<file path="src/rtl/dct_pkg.sv">
// ----------------------------------------------------------------------------
// dct_pkg: shared types and constants for the 8x8 forward DCT
// Block geometry, pass shifts and the front-to-back command word.
// ----------------------------------------------------------------------------
package dct_pkg;
  localparam int unsigned BLK_N      = 64;
  localparam int unsigned IDX_W      = 6;
  localparam int unsigned DATA_W     = 16;
  localparam int unsigned FIRST_SH   = 2;
  localparam int unsigned SECOND_SH  = 9;
  localparam int unsigned QDEPTH     = 2;

  // one full block handed from front to back: which sample bank holds it
  typedef struct packed {
    logic bank;
  } blk_cmd_t;

  typedef logic signed [DATA_W-1:0] word_t;
endpackage

</file>
<file path="src/rtl/dct_front.sv">
// ----------------------------------------------------------------------------
// dct_front: sample collector
// Writes samples into a double-banked store and posts a block command when
// a bank fills up.
// ----------------------------------------------------------------------------
module dct_front import dct_pkg::*; #(
  parameter int unsigned SAMPLE_WIDTH = 16
) (
  input  logic                    clk,
  input  logic                    rst_n,
  input  logic                    s_valid,
  output logic                    s_ready,
  input  logic [DATA_W-1:0]       s_sample,
  input  logic                    bank_busy,
  output logic                    wr_en,
  output logic [IDX_W:0]          wr_addr,
  output logic [DATA_W-1:0]       wr_data,
  output logic                    cmd_valid,
  output blk_cmd_t                cmd
);
  logic [IDX_W-1:0] cnt_r, cnt_nxt;
  logic             bank_r, bank_nxt;
  logic             acc;

  // hold while the bank being filled is still owned by the back end
  assign s_ready = !bank_busy;
  assign acc     = s_valid && s_ready;
  assign wr_en   = acc;
  assign wr_addr = {bank_r, cnt_r};
  assign wr_data = DATA_W'($signed(s_sample[SAMPLE_WIDTH-1:0]));
  assign cmd_valid = acc && (cnt_r == IDX_W'(BLK_N-1));
  assign cmd.bank  = bank_r;

  always_comb begin
    cnt_nxt  = cnt_r;
    bank_nxt = bank_r;
    if (acc) begin
      cnt_nxt = cnt_r + 1'b1;
      if (cmd_valid) bank_nxt = !bank_r;
    end
  end

  always_ff @(posedge clk) begin
    if (!rst_n) begin
      cnt_r  <= '0;
      bank_r <= 1'b0;
    end else begin
      cnt_r  <= cnt_nxt;
      bank_r <= bank_nxt;
    end
  end
endmodule

</file>
<file path="config.mk">
export PLATFORM = sky130hd
export DESIGN_NAME = dct_front
export DESIGN_NICKNAME = d
export VERILOG_FILES = /design/src/rtl/dct_pkg.sv /design/src/rtl/dct_front.sv
export SDC_FILE = /design/constraint.sdc
export NUM_CORES = 1
export LEC_CHECK = 0
export ABC_CLOCK_PERIOD_IN_PS = 1900
export BUFFER_PORTS_ARGS = -buffer_cell sky130_fd_sc_hd__clkbuf_2
export CAP_MARGIN = 0
export CORE_MARGIN = 3
export CORE_UTILIZATION = 34
export DETAILED_ROUTE_END_ITERATION = 16
export PLACE_DENSITY = 0.76
export REMOVE_ABC_BUFFERS = 1
export SYNTH_ARGS = -nofsm -noshare
export SYNTH_HDL_FRONTEND = slang
export SYNTH_SLANG_ARGS = --single-unit
</file>
<file path="constraint.sdc">
create_clock -name clk -period 1.9 [get_ports clk]
set_clock_uncertainty 0.15 [all_clocks]
set_input_delay 0.19 -clock clk [delete_from_list [all_inputs] [get_ports clk]]
set_output_delay 0.19 -clock clk [all_outputs]
set_load 0.1 [all_outputs]
</file>
# Word-level counts from Yosys, hierarchy flattened
# Index checks and enable logic that the tools add are counted.
# classes
n_addsub,1
eq_ne,1
reduce_logical,5
# ops
op,count
adder 6 x 1 -> 6 bit (second input constant),1
equality test 6 bit (second input constant),1
logical AND 1 bit,2
logical NOT 1 bit,2
AND reduction 2 bit,1
# word_totals
register_bits,7
inputBits,20
out_inout_bits,27

# Longest topological paths before layout
# Gate-level depths: netlist (run 1).
# logic_depth
word_depth,4
mapped_depth,4

# Worst setup path after synthesis (run 1)
# No wires, ideal clock.
# synth_timing
path_type,register to register
from,register cnt_r[0]
to,"register bank_r, in the netlist cmd"
setup_ns,0.073
t_arrival_ns,2.979
slack_ns,-1.303
path_stages_with_launch,5
path_buffers,0
path_cell_list,dfxtp_1 > ha_1 > nand3b_4 > nor3_2 > mux2i_1
# synth_between
elab_chain_cells,3
# synth_lines
element,line,source
from (decl),dct_front.sv:21,"logic [IDX_W-1:0] cnt_r, cnt_nxt;"
from (signal assigned),dct_front.sv:48,cnt_r <= cnt_nxt;
equality test 6 bit,dct_front.sv:31,assign cmd_valid = acc && (cnt_r == IDX_W'(BLK_N-1));
logical AND 1 bit,dct_front.sv:31,
via cmd_valid,dct_front.sv:18,"output logic cmd_valid,"
AND reduction 2 bit (no line),-,
to (signal assigned),dct_front.sv:49,bank_r <= bank_nxt;
to (decl),dct_front.sv:22,"logic bank_r, bank_nxt;"
# The timed path passes the listed nets, and every way through them passes these cells.
# A chain may end at the register's enable or synchronous reset.

# Final worst setup path (run 1)
# layout_timing
from,register cnt_r[1]
to,output cmd_valid
# layout_between
elab_chain_cells,2
# layout_lines
element,line
equality test 6 bit,dct_front.sv:31
logical AND 1 bit,dct_front.sv:31
to (decl),dct_front.sv:18
# Every way passes these cells.

==> results of run 1 <==
## cells by family after synthesis
group | count (synthesis) | synth area share (%)
buf+inv | 19 | 29.30
xor+xnor | 2 | 3.600
mux | 4 | 8.227
fa+ha+maj | 1 | 2.570
flops | 7 | 28.79
compound gates | 2 | 2.570
simple gates | 18 | 24.94
## state kept, by name (all words and copies together), names as in the netlist
register	cells
cmd	1
cnt_r	6
## Yosys cell counts
master    number
a21boi_1       1
and2_1         2
and3_2         1
and4_1         1
buf_4         17
buf_6          1
dfxtp_1        7
ha_1           1
inv_1          1
mux2i_1        4
nand2_1        5
nand2b_1       3
nand3b_4       1
nand4_1        1
nor2b_1        2
nor3_2         1
o21ai_0        1
or3_1          1
xnor2_1        1
xor2_1         1
## power by group through the flow
stage | Sequential (mW) | Combinational [mW] | Clock [mW]
global placement | 0.156 | 0.0614 | 0
CTS | 0.154 | 0.0622 | 0.137
global route | 0.155 | 0.0636 | 0.151
finish | 0.154 | 0.0619 | 0.133
detailed placement | 0.157 | 0.0617 | 0
floorplan | 0.176 | 0.0278 | 0
## path summary, 6_finish.rpt
path	start	end	slack, ns	cells past startpoint
worst max-delay path	cnt_r[1]	cmd_valid	0.09	4
worst min-delay path	rst_n	cnt_r[5]	0.15	3
worst max register to register	cnt_r[1]	cnt_r[4]	0.44	4
worst min register to register	cnt_r[5]	cnt_r[5]	0.34	2
## worst register-to-register path, delay by kind of cell, from the launching register on
family                     cells  cell delay, ns
DFF                            1            0.40
AOI/OAI and AO/OA              1            0.14
and+or+nand+nor                2            0.49
adders and majority gates      1            0.23
## what timing repair did
action                                  in CTS  in global routing
hold endpoints to repair                     0                  0
endpoints found under the setup margin       0                  1
gates resized for setup                      0                  2
## final cells by class
type / count / area, um^2
Inverter: 1 / 3.754
Clock buffer: 4 / 26.28
Tap cell: 15 / 18.77
Sequential cell: 7 / 141.4
Multi-Input combinational cell: 27 / 210.2
Timing Repair Buffer: 14 / 87.58
Fill cell: 141 / 829.5
## placed cells by master, fill, tap and decap left out, drive strengths merged
master / instances
clkbuf: 16
dfxtp: 7
nand2: 5
mux2i: 4
nand2b: 3
nor2b: 2
and2: 2
buf: 2
nand3b: 1
nor3: 1
inv: 1
xor2: 1
o21ai: 1
or3: 1
a21boi: 1
nand4: 1
and3: 1
and4: 1
xnor2: 1
ha: 1
## stage by stage
step	util (%)	setup TNS [ns]	std cells
6_report	37.04	0	68
5_1_grt	37.04	0	68
4_1_cts	36.47	0	68
3_5_place_dp	34.47	0	64
3_3_place_gp	34.47	0	64
2_1_floorplan	-	-4.806	35
## routing by layer
metal	part of all wire, %	vias to the layer above	wire, um	global-route usage, %
met5	0	-	0	0
met4	0	0	0	5.422
met3	23	0	240	14.94
met2	39	38	409	11.05
met1	39	157	413	11.75
li1	-	157	-	-
==> out/results.tsv, run 1 <==
metric	value	unit
place_area	454.2	um^2
start_util	36.94	%
synth.avg_cell_area	9.183	um^2
start_kind	register	
yosys_warnings	0	
grt.total_usage	10.96	%
slew_headroom	63.98	%
htree_levels	1	
crit_arrival	1.47	ns
grt_pass1_wl	1.462	mm
ioPinCount	47	
place.gp.congestion	0.7290	
num_vias	352	
syn_area	486.7	um^2
cp_slowest_cell	dfxtp_1	
power_density	714.9	mW/mm^2
final_layout_size_suffix_gt1_share	39.62	%
dieHeight	43.84	um
drt-initial-drc-count	9	
seq_area_frac_synth	28.79	%
fin_crit_sh	95.46	%
setup_viol	0	
max_stage_delay	0.40	ns
cts_sinks	7	
ir_drop	0.0002609	V
outcome	finished clean	
place_ws	0.2828	ns
wl_per_cell	15.62	um
cts_tree	yes	
hold_buffers	0	
first_pass_iters	4	
yosys.area.top_type	dfxtp_1	
portBuffers	14	
p_clk_share	38.0	%
pwr-share-comb	17.7	%
power.switching	105.4	uW
synth.distinct_cells	20	
hold_viol_final	0	
gr-total-overflow	0	
diodes	0	
cts-root-buf	clkbuf_4	
critPathKind	reg -> out	
die_x	43.84	um
fin_ws	0.08620	ns
first_global_vias	317	
via_per_inst	5.176	
period_minus_slack	1.814	ns
maxCapViolations	0	
dieArea	0.001922	mm^2
cts_buffers	3	
report.final.slew_viol_count	0	
cp_cell_sequence	ha_1 -> nand3b_4 -> nor3_4 -> buf_12	
dp_hpwl	792.3	um
core_area	0.001318	mm^2
cp.buffers_inverters	1	
total_power	348.8	uW
clk_pin_slew_worst_paths	0.05	ns
rsz0062_at_grt	false	
antenna_left	0	
num_rows	13	
leakage	0.2537	nW
drcViolationCount	0	
nets	75	
post-route-cell-area	488.0	um^2
worst_pin_slew	0.5426	ns
antenna_found_initial	0	
p_int	243.4	uW
synth_top_area_share	28.79	%
whs	0.1470	ns
ys_seq_elements	7	
netlist_instances	53	
path_delay_family	flip-flops	
clock_latency	0.25	ns
seqPwrFrac	44.2	%
clock_path_buffers	2	
fmax	551.3	MHz
cts_setup_buffers	0	
cp_max_fo	5	
p_sw_share	30.22	%
grt_max_degree	11	
routed_wl	1.062	mm
hp-class	in -> reg	
yosys-top-cells-area	dfxtp_1 29%, buf_4 26%, mux2i_1 8.2%	
cp_data_required_time	1.56	ns
areaGrowthSynthToFinish	0.2570	%
worstSetupEndpointType	output pin	
(Power assumes the default switching activity.)
==> run 2: changes to the inputs <==
Settings changed: ABC_AREA set to 1, CORE_UTILIZATION 34 to 35, PLACE_DENSITY 0.76 to 0.78.
==> run 2 against run 1 <==
Setup slack improved by 0.067 ns. Register-to-register slack improved by 0.20 ns. First-iteration DRC count decreased by 89%. Global-route usage increased by 1.7 points. Synthesized cell count increased by 30%. Area after synthesis increased by 1.3%. Maximum frequency increased by 3.8%. Largest cell class unchanged. Combinational power increased by 6.0%. Final area increased by 1.3%.
==> out/results.tsv, run 2 <==
metric	value	unit	change
hold_buffers	0		unchanged
path_common_cell	inv_1		
period_minus_slack	1.747	ns	was 1.814 ns
layout_common_cells	13 x clkbuf_2, 11 x nand2_1, 10 x inv_1, 8 x nor2_1, 7 x dfxtp_1		was 12 x clkbuf_2, 6 x dfxtp_1, 5 x nand2_1, 4 x mux2i_1
ioPinCount	47		unchanged
final_layout_size_suffix_gt1_share	34.29	%	was 39.62%
routed_wl	1.057	mm	was 1.062 mm
synth.most_common_cell	buf_4		unchanged
path_depth	6		was 4
worst_pin_slew	0.5433	ns	was 0.5426 ns
num_vias	403		was 352
num_rows	12		was 13
muxShareOfSynthArea	0	%	was 8.226%
cts_sinks	7		unchanged
netlist_instances	69		was 53
first_global_vias	332		was 317
final_common_cell	clkbuf_2		unchanged
crit_arrival	1.41	ns	was 1.47 ns
first_pass_iters	2		was 4
hold_path_depth	3		unchanged
portBuffers	14		unchanged
fmax	572.5	MHz	was 551.3 MHz
largest_register_ffs	6		unchanged
clock_latency	0.25	ns	about the same
setup_viol	0		unchanged
drt-initial-drc-count	1		was 9
total_power	354.3	uW	was 348.8 uW
antenna_found_initial	0		unchanged
gr-total-overflow	0		unchanged
worstSetupEndpointType	output pin		unchanged
clk_pin_slew_worst_paths	0.05	ns	about the same
cp_max_fo	4		was 5
cts-root-buf	clkbuf_4		unchanged
grt.total_usage	12.71	%	was 10.96%
critPathKind	reg -> out		unchanged
leakage	0.2569	nW	was 0.2537 nW
hp-class	in -> reg		unchanged
path_delay_family	flip-flops		unchanged
synth.avg_cell_area	7.145	um^2	was 9.183 um^2
crit_start	cnt_r[1]		unchanged
rr_worst_depth	7		was 4
cts_setup_buffers	0		unchanged
yosys_warnings	0		unchanged
p_int	241.9	uW	was 243.4 uW
synth_edf_count	0		unchanged
wl_per_cell	12.58	um	was 15.62 um
clock_path_buffers	2		unchanged
areaGrowthSynthToFinish	0.2538	%	was 0.2570%
seqPwrFrac	43.3	%	was 44.2%
pwr-share-comb	18.5	%	was 17.7%
hold_viol_final	0		unchanged
synth_top_family_by_area	buffers and inverters		unchanged
max_stage_delay	0.37	ns	was 0.40 ns
start_util	40.54	%	was 36.94%
via_per_inst	4.798		was 5.176
dieArea	0.001895	mm^2	was 0.001922 mm^2
maxCapViolations	0		unchanged
cp.buffers_inverters	3		was 1
seq_area_frac_synth	28.43	%	was 28.79%
top_register	cnt_r		unchanged
ys_seq_elements	7		unchanged
die_x	43.53	um	was 43.84 um
antenna_left	0		unchanged
p_clk_share	38.2	%	was 38.0%
grt_pass1_wl	1.538	mm	was 1.462 mm
timing.rr.end	cmd		was cnt_r[4]
rsz0062_at_grt	false		unchanged
htree_levels	1		unchanged
reg2reg_slack	0.64	ns	was 0.44 ns
nets	92		was 75
synth_xor_area_share	0	%	was 3.599%
grt_max_degree	8		was 11
start_kind	register		unchanged
cp_slowest_cell	dfxtp_1		unchanged
cts_tree	yes		unchanged
slew_headroom	63.94	%	was 63.98%
syn_area	493.0	um^2	was 486.7 um^2
power_density	716.9	mW/mm^2	was 714.9 mW/mm^2
ir_drop	0.0002451	V	was 0.0002609 V
power.switching	112.4	uW	was 105.4 uW
yosys-top-cells-area	dfxtp_1 28%, buf_4 26%, nand2_1 8.4%		was dfxtp_1 29%, buf_4 26%, mux2i_1 8.2%
synthTopCellsByCount	17 x buf_4, 11 x nand2_1, 10 x inv_1, 8 x nor2_1, 7 x dfxtp_1		was 17 x buf_4, 7 x dfxtp_1, 5 x nand2_1, 4 x mux2i_1, 3 x nand2b_1
cts_resized	0		unchanged
cts_buffers	3		unchanged
dominantRegCellSynth	dfxtp_1		unchanged
fin_crit_sh	91.93	%	was 95.46%
synth_compound_area_share	5.076	%	was 2.571%
core_area	0.001216	mm^2	was 0.001318 mm^2
synth_adder_area_share	2.538	%	was 2.571%
synth-simple-area-share	30.46	%	was 24.94%
place.gp.congestion	0.7621		was 0.7290
dp_hpwl	859.4	um	was 792.3 um
async_flop_share	0	%	unchanged
cp_cell_sequence	ha_1 -> inv_1 -> nor2_2 -> nand3_2 -> inv_1 -> buf_12		was ha_1 -> nand3b_4 -> nor3_4 -> buf_12
timing.rr.start	cnt_r[1]		unchanged
synth.distinct_cells	15		was 20
synth_top_area_share	28.43	%	was 28.79%
hold_start	rst_n		unchanged
yosys.area.top_type	dfxtp_1		unchanged
outcome	finished clean		unchanged
worstHoldEndpoint	cnt_r[4]		was cnt_r[5]
place_ws	0.4176	ns	was 0.2828 ns
drcViolationCount	0		unchanged
p_sw_share	31.73	%	was 30.22%
diodes	0		unchanged
cp_data_required_time	1.56	ns	about the same
fin_ws	0.1533	ns	was 0.08620 ns
report.final.slew_viol_count	0		unchanged
dieHeight	43.53	um	was 43.84 um
==> run 2: cell count changes after synthesis, sizes merged, moves of 3 or more <==
cell	before	now
nor2	0	12
inv	1	10
nand2	5	13
mux2i	4	0
a21oi	0	3
nand2b	3	0
nand3	0	3
==> run 2: worst max path at each step <==
stage / slack, ns / endpoint
2_1_floorplan: -0.65 / cmd_valid
3_3_place_gp: 0.46 / cmd_valid
3_5_place_dp: 0.42 / cmd_valid
4_1_cts: 0.13 / cmd_valid
5_1_grt: 0.04 / cmd_valid
6_report: 0.15 / cmd_valid
==> run 2: power groups by stage <==
stage	sequential, mW	combinational, mW	clock, mW
after detailed placement	0.156	0.0658	0
after floorplan	0.178	0.0308	0
after global routing	0.154	0.0684	0.153
after global placement	0.156	0.0659	0
final	0.153	0.0656	0.135
after CTS	0.153	0.0659	0.146
==> run 2: cells by family (layout without fill, tap and decap cells) <==
family,Yosys count,in the layout
AND/OR/NAND/NOR,29,29
buffers and inverters,27,28
flip-flops,7,7
adder cells (fa/ha/maj),1,1
AO/OA/AOI/OAI,5,5
==> run 2: cell type report <==
type / instances / area (um^2)
inverter: 10 / 37.54
clock buffer: 4 / 26.28
tap: 14 / 17.52
timing repair buffer: 14 / 85.08
multi-input combinational: 35 / 187.7
fill: 127 / 721.9
sequential: 7 / 140.1
==> run 2: tightest hold or removal path, stage by stage <==
cell      delay (ns)
clkbuf_2        0.14
nand2_1         0.08
nor2_1          0.03
==> run 2: per-stage QoR <==
step	utilization, %	hold WS, ns	instance area [um^2]	instances	setup TNS (ns)
after floorplan	-	0.1605	365.4	52	-0.9925
after global placement	38.48	0.2310	467.9	80	0
after detailed placement	38.48	0.2310	467.9	80	0
after CTS	40.64	0.06679	494.2	84	0
after global routing	40.64	0.08928	494.2	84	0
final	40.64	0.07638	494.2	84	0
==> run 2: metal layers <==
layer	track usage [%]	part of all wire, %	vias up	wire, um
met2	12.39	35	32	375
met5	8.571	0	-	0
met1	11.79	40	169	425
li1	-	-	197	-
met3	17.84	21	5	224
met4	9.036	2.9	0	31
==> run 3: changes to the inputs <==
Settings changed: CELL_PAD_IN_SITES_DETAIL_PLACEMENT set to 1, CELL_PAD_IN_SITES_GLOBAL_PLACEMENT set to 2, CORE_UTILIZATION 35 to 16, PLACE_DENSITY 0.78 to not set, PLACE_DENSITY_LB_ADDON set to 0.1.
==> run 3 against run 2 <==
Final cell count grew 20%. Core utilization shrank 22 points. Final area grew 5.1%. Flip-flop and latch count is the same. Setup slack gained 0.0073 ns. Maximum frequency grew 0.42%. Count of clock-buffer cells in the layout is the same. Combinational power grew 2%. Via count grew 2.2%. Sequential power is essentially flat. Clock power grew 7%. Global-route usage shrank 4.6 points. Critical endpoint unchanged. Highest routed layer unchanged.
==> out/results.tsv, run 3 (synthesis results as in run 2) <==
metric	value	unit	change
portBuffers	14		unchanged
ir_drop	0.0001152	V	was 0.0002451 V
die_x	61.51	um	was 43.53 um
clock_path_buffers	2		unchanged
wl_per_cell	12.98	um	was 12.58 um
fmax	574.9	MHz	was 572.5 MHz
final_layout_size_suffix_gt1_share	37.14	%	was 34.29%
critPathKind	reg -> out		unchanged
grt.total_usage	8.089	%	was 12.71%
diodes	0		unchanged
nFillCells	352		was 127
cts_buffers	3		unchanged
worstSetupEndpointType	output pin		unchanged
total_power	364.7	uW	was 354.3 uW
dieHeight	61.51	um	was 43.53 um
slew_headroom	63.83	%	was 63.94%
cts_sinks	7		unchanged
hold_buffers	0		unchanged
dp_hpwl	1.066	mm	was 859.4 um
cts_tree	yes		unchanged
maxCapViolations	0		unchanged
setup_viol	0		unchanged
start_util	17.28	%	was 40.54%
report.final.slew_viol_count	0		unchanged
first_pass_iters	3		was 2
antenna_left	0		unchanged
clock_latency	0.25	ns	about the same
whs	0.1012	ns	was 0.07638 ns
reg2reg_slack	0.64	ns	about the same
timing.rr.end	cmd		unchanged
rr_worst_depth	7		unchanged
power_density	702.4	mW/mm^2	was 716.9 mW/mm^2
worst_pin_slew	0.5448	ns	was 0.5433 ns
timing.rr.start	cnt_r[0]		was cnt_r[1]
num_rows	19		was 12
hold_viol_final	0		unchanged
dieArea	0.003783	mm^2	was 0.001895 mm^2
clk_pin_slew_worst_paths	0.06	ns	was 0.05 ns
fin_crit_sh	91.55	%	was 91.93%
cts-root-buf	clkbuf_4		unchanged
htree_levels	1		unchanged
cp_data_required_time	1.56	ns	about the same
layout_common_cells	13 x clkbuf_2, 11 x nand2_1, 10 x inv_1, 8 x nor2_1, 6 x dfxtp_1		was 13 x clkbuf_2, 11 x nand2_1, 10 x inv_1, 8 x nor2_1, 7 x dfxtp_1
top_register	cnt_r		unchanged
dp.cells	97		was 80
cp_max_fo	4		unchanged
hold_start	rst_n		unchanged
leakage	0.2547	nW	was 0.2569 nW
crit_arrival	1.40	ns	was 1.41 ns
outcome	finished clean		unchanged
cts_resized	0		unchanged
routed_wl	1.311	mm	was 1.057 mm
antenna_found_initial	0		unchanged
areaGrowthSynthToFinish	5.330	%	was 0.2538%
period_minus_slack	1.739	ns	was 1.747 ns
gr-total-overflow	0		unchanged
grt_max_degree	8		unchanged
cts_setup_buffers	0		unchanged
via_per_inst	4.079		was 4.798
worstHoldEndpoint	cnt_r[3]		was cnt_r[4]
largest_register_ffs	6		unchanged
hp-class	in -> reg		unchanged
num_vias	412		was 403
ioPinCount	47		unchanged
final_common_cell	clkbuf_2		unchanged
first_global_vias	429		was 332
hold_path_depth	3		unchanged
nets	92		unchanged
utilization	18.20	%	was 40.64%
start_kind	register		unchanged
grt_pass1_wl	2.090	mm	was 1.538 mm
place.gp.congestion	0.6310		was 0.7621
drt-initial-drc-count	3		was 1
rsz0062_at_grt	false		unchanged
drcViolationCount	0		unchanged
final_cells	101		was 84
core_area	0.002853	mm^2	was 0.001216 mm^2
run 3: changes by cell type in the layout (fill, tap and decap cells not counted):
cell	delta
dfxtp_1	-1
dfxtp_2	+1
ha_1	-1
ha_2	+1
run 3: worst max path at each step:
| stage | startpoint | to | slack, ns | cells after the start |
|---|---|---|---|---|
| floorplan | cnt_r[1] | cmd_valid | -0.65 | 5 |
| global route | cnt_r[0] | cmd_valid | 0.01 | 6 |
| detailed placement | cnt_r[1] | cmd_valid | 0.39 | 6 |
| CTS | cnt_r[1] | cmd_valid | 0.10 | 6 |
| global placement | cnt_r[0] | cmd_valid | 0.43 | 6 |
| finish | cnt_r[0] | cmd_valid | 0.16 | 6 |
run 3: report_power, final:
part	leakage, nW	internal [mW]	switching [mW]
sequential	0.0571	0.150	0.00340
combinational	0.183	0.0118	0.0552
clock	0.0150	0.0807	0.0634
total	0.255	0.243	0.122
run 3: critical path: stages, from the launching register on:
cell and delay (ns):
dfxtp_1 0.38, ha_2 0.22, inv_1 0.05, nor2_2 0.13, nand3_2 0.08, inv_1 0.10, buf_12 0.18
run 3: cell type report:
type                    count  area, um^2  area share (%)
clock buffers               4       26.28           5.060
inverters                  10       37.54           7.229
multi-input cells          35       190.2           36.63
flip-flops and latches      7       141.4           27.23
well taps                  31       38.79           7.470
repair buffers             14       85.08           16.39
run 3: routing by layer:
metal  GRT usage (%)  up-vias  share of wire, %
li1                -      197                 -
met1           8.717      182                40
met2           9.716       31                43
met3           8.386        2                16
met4           4.545        0              0.99
met5               0        -                 0
run 3: stage by stage:
step	setup TNS (ns)	setup WS [ns]	area, um^2
2_1_floorplan	-0.9925	-0.6482	365.4
3_3_place_gp	0	0.4278	489.2
3_5_place_dp	0	0.3939	489.2
4_1_cts	0	0.1008	515.5
5_1_grt	0	0.01406	519.2
6_report	0	0.1606	519.2
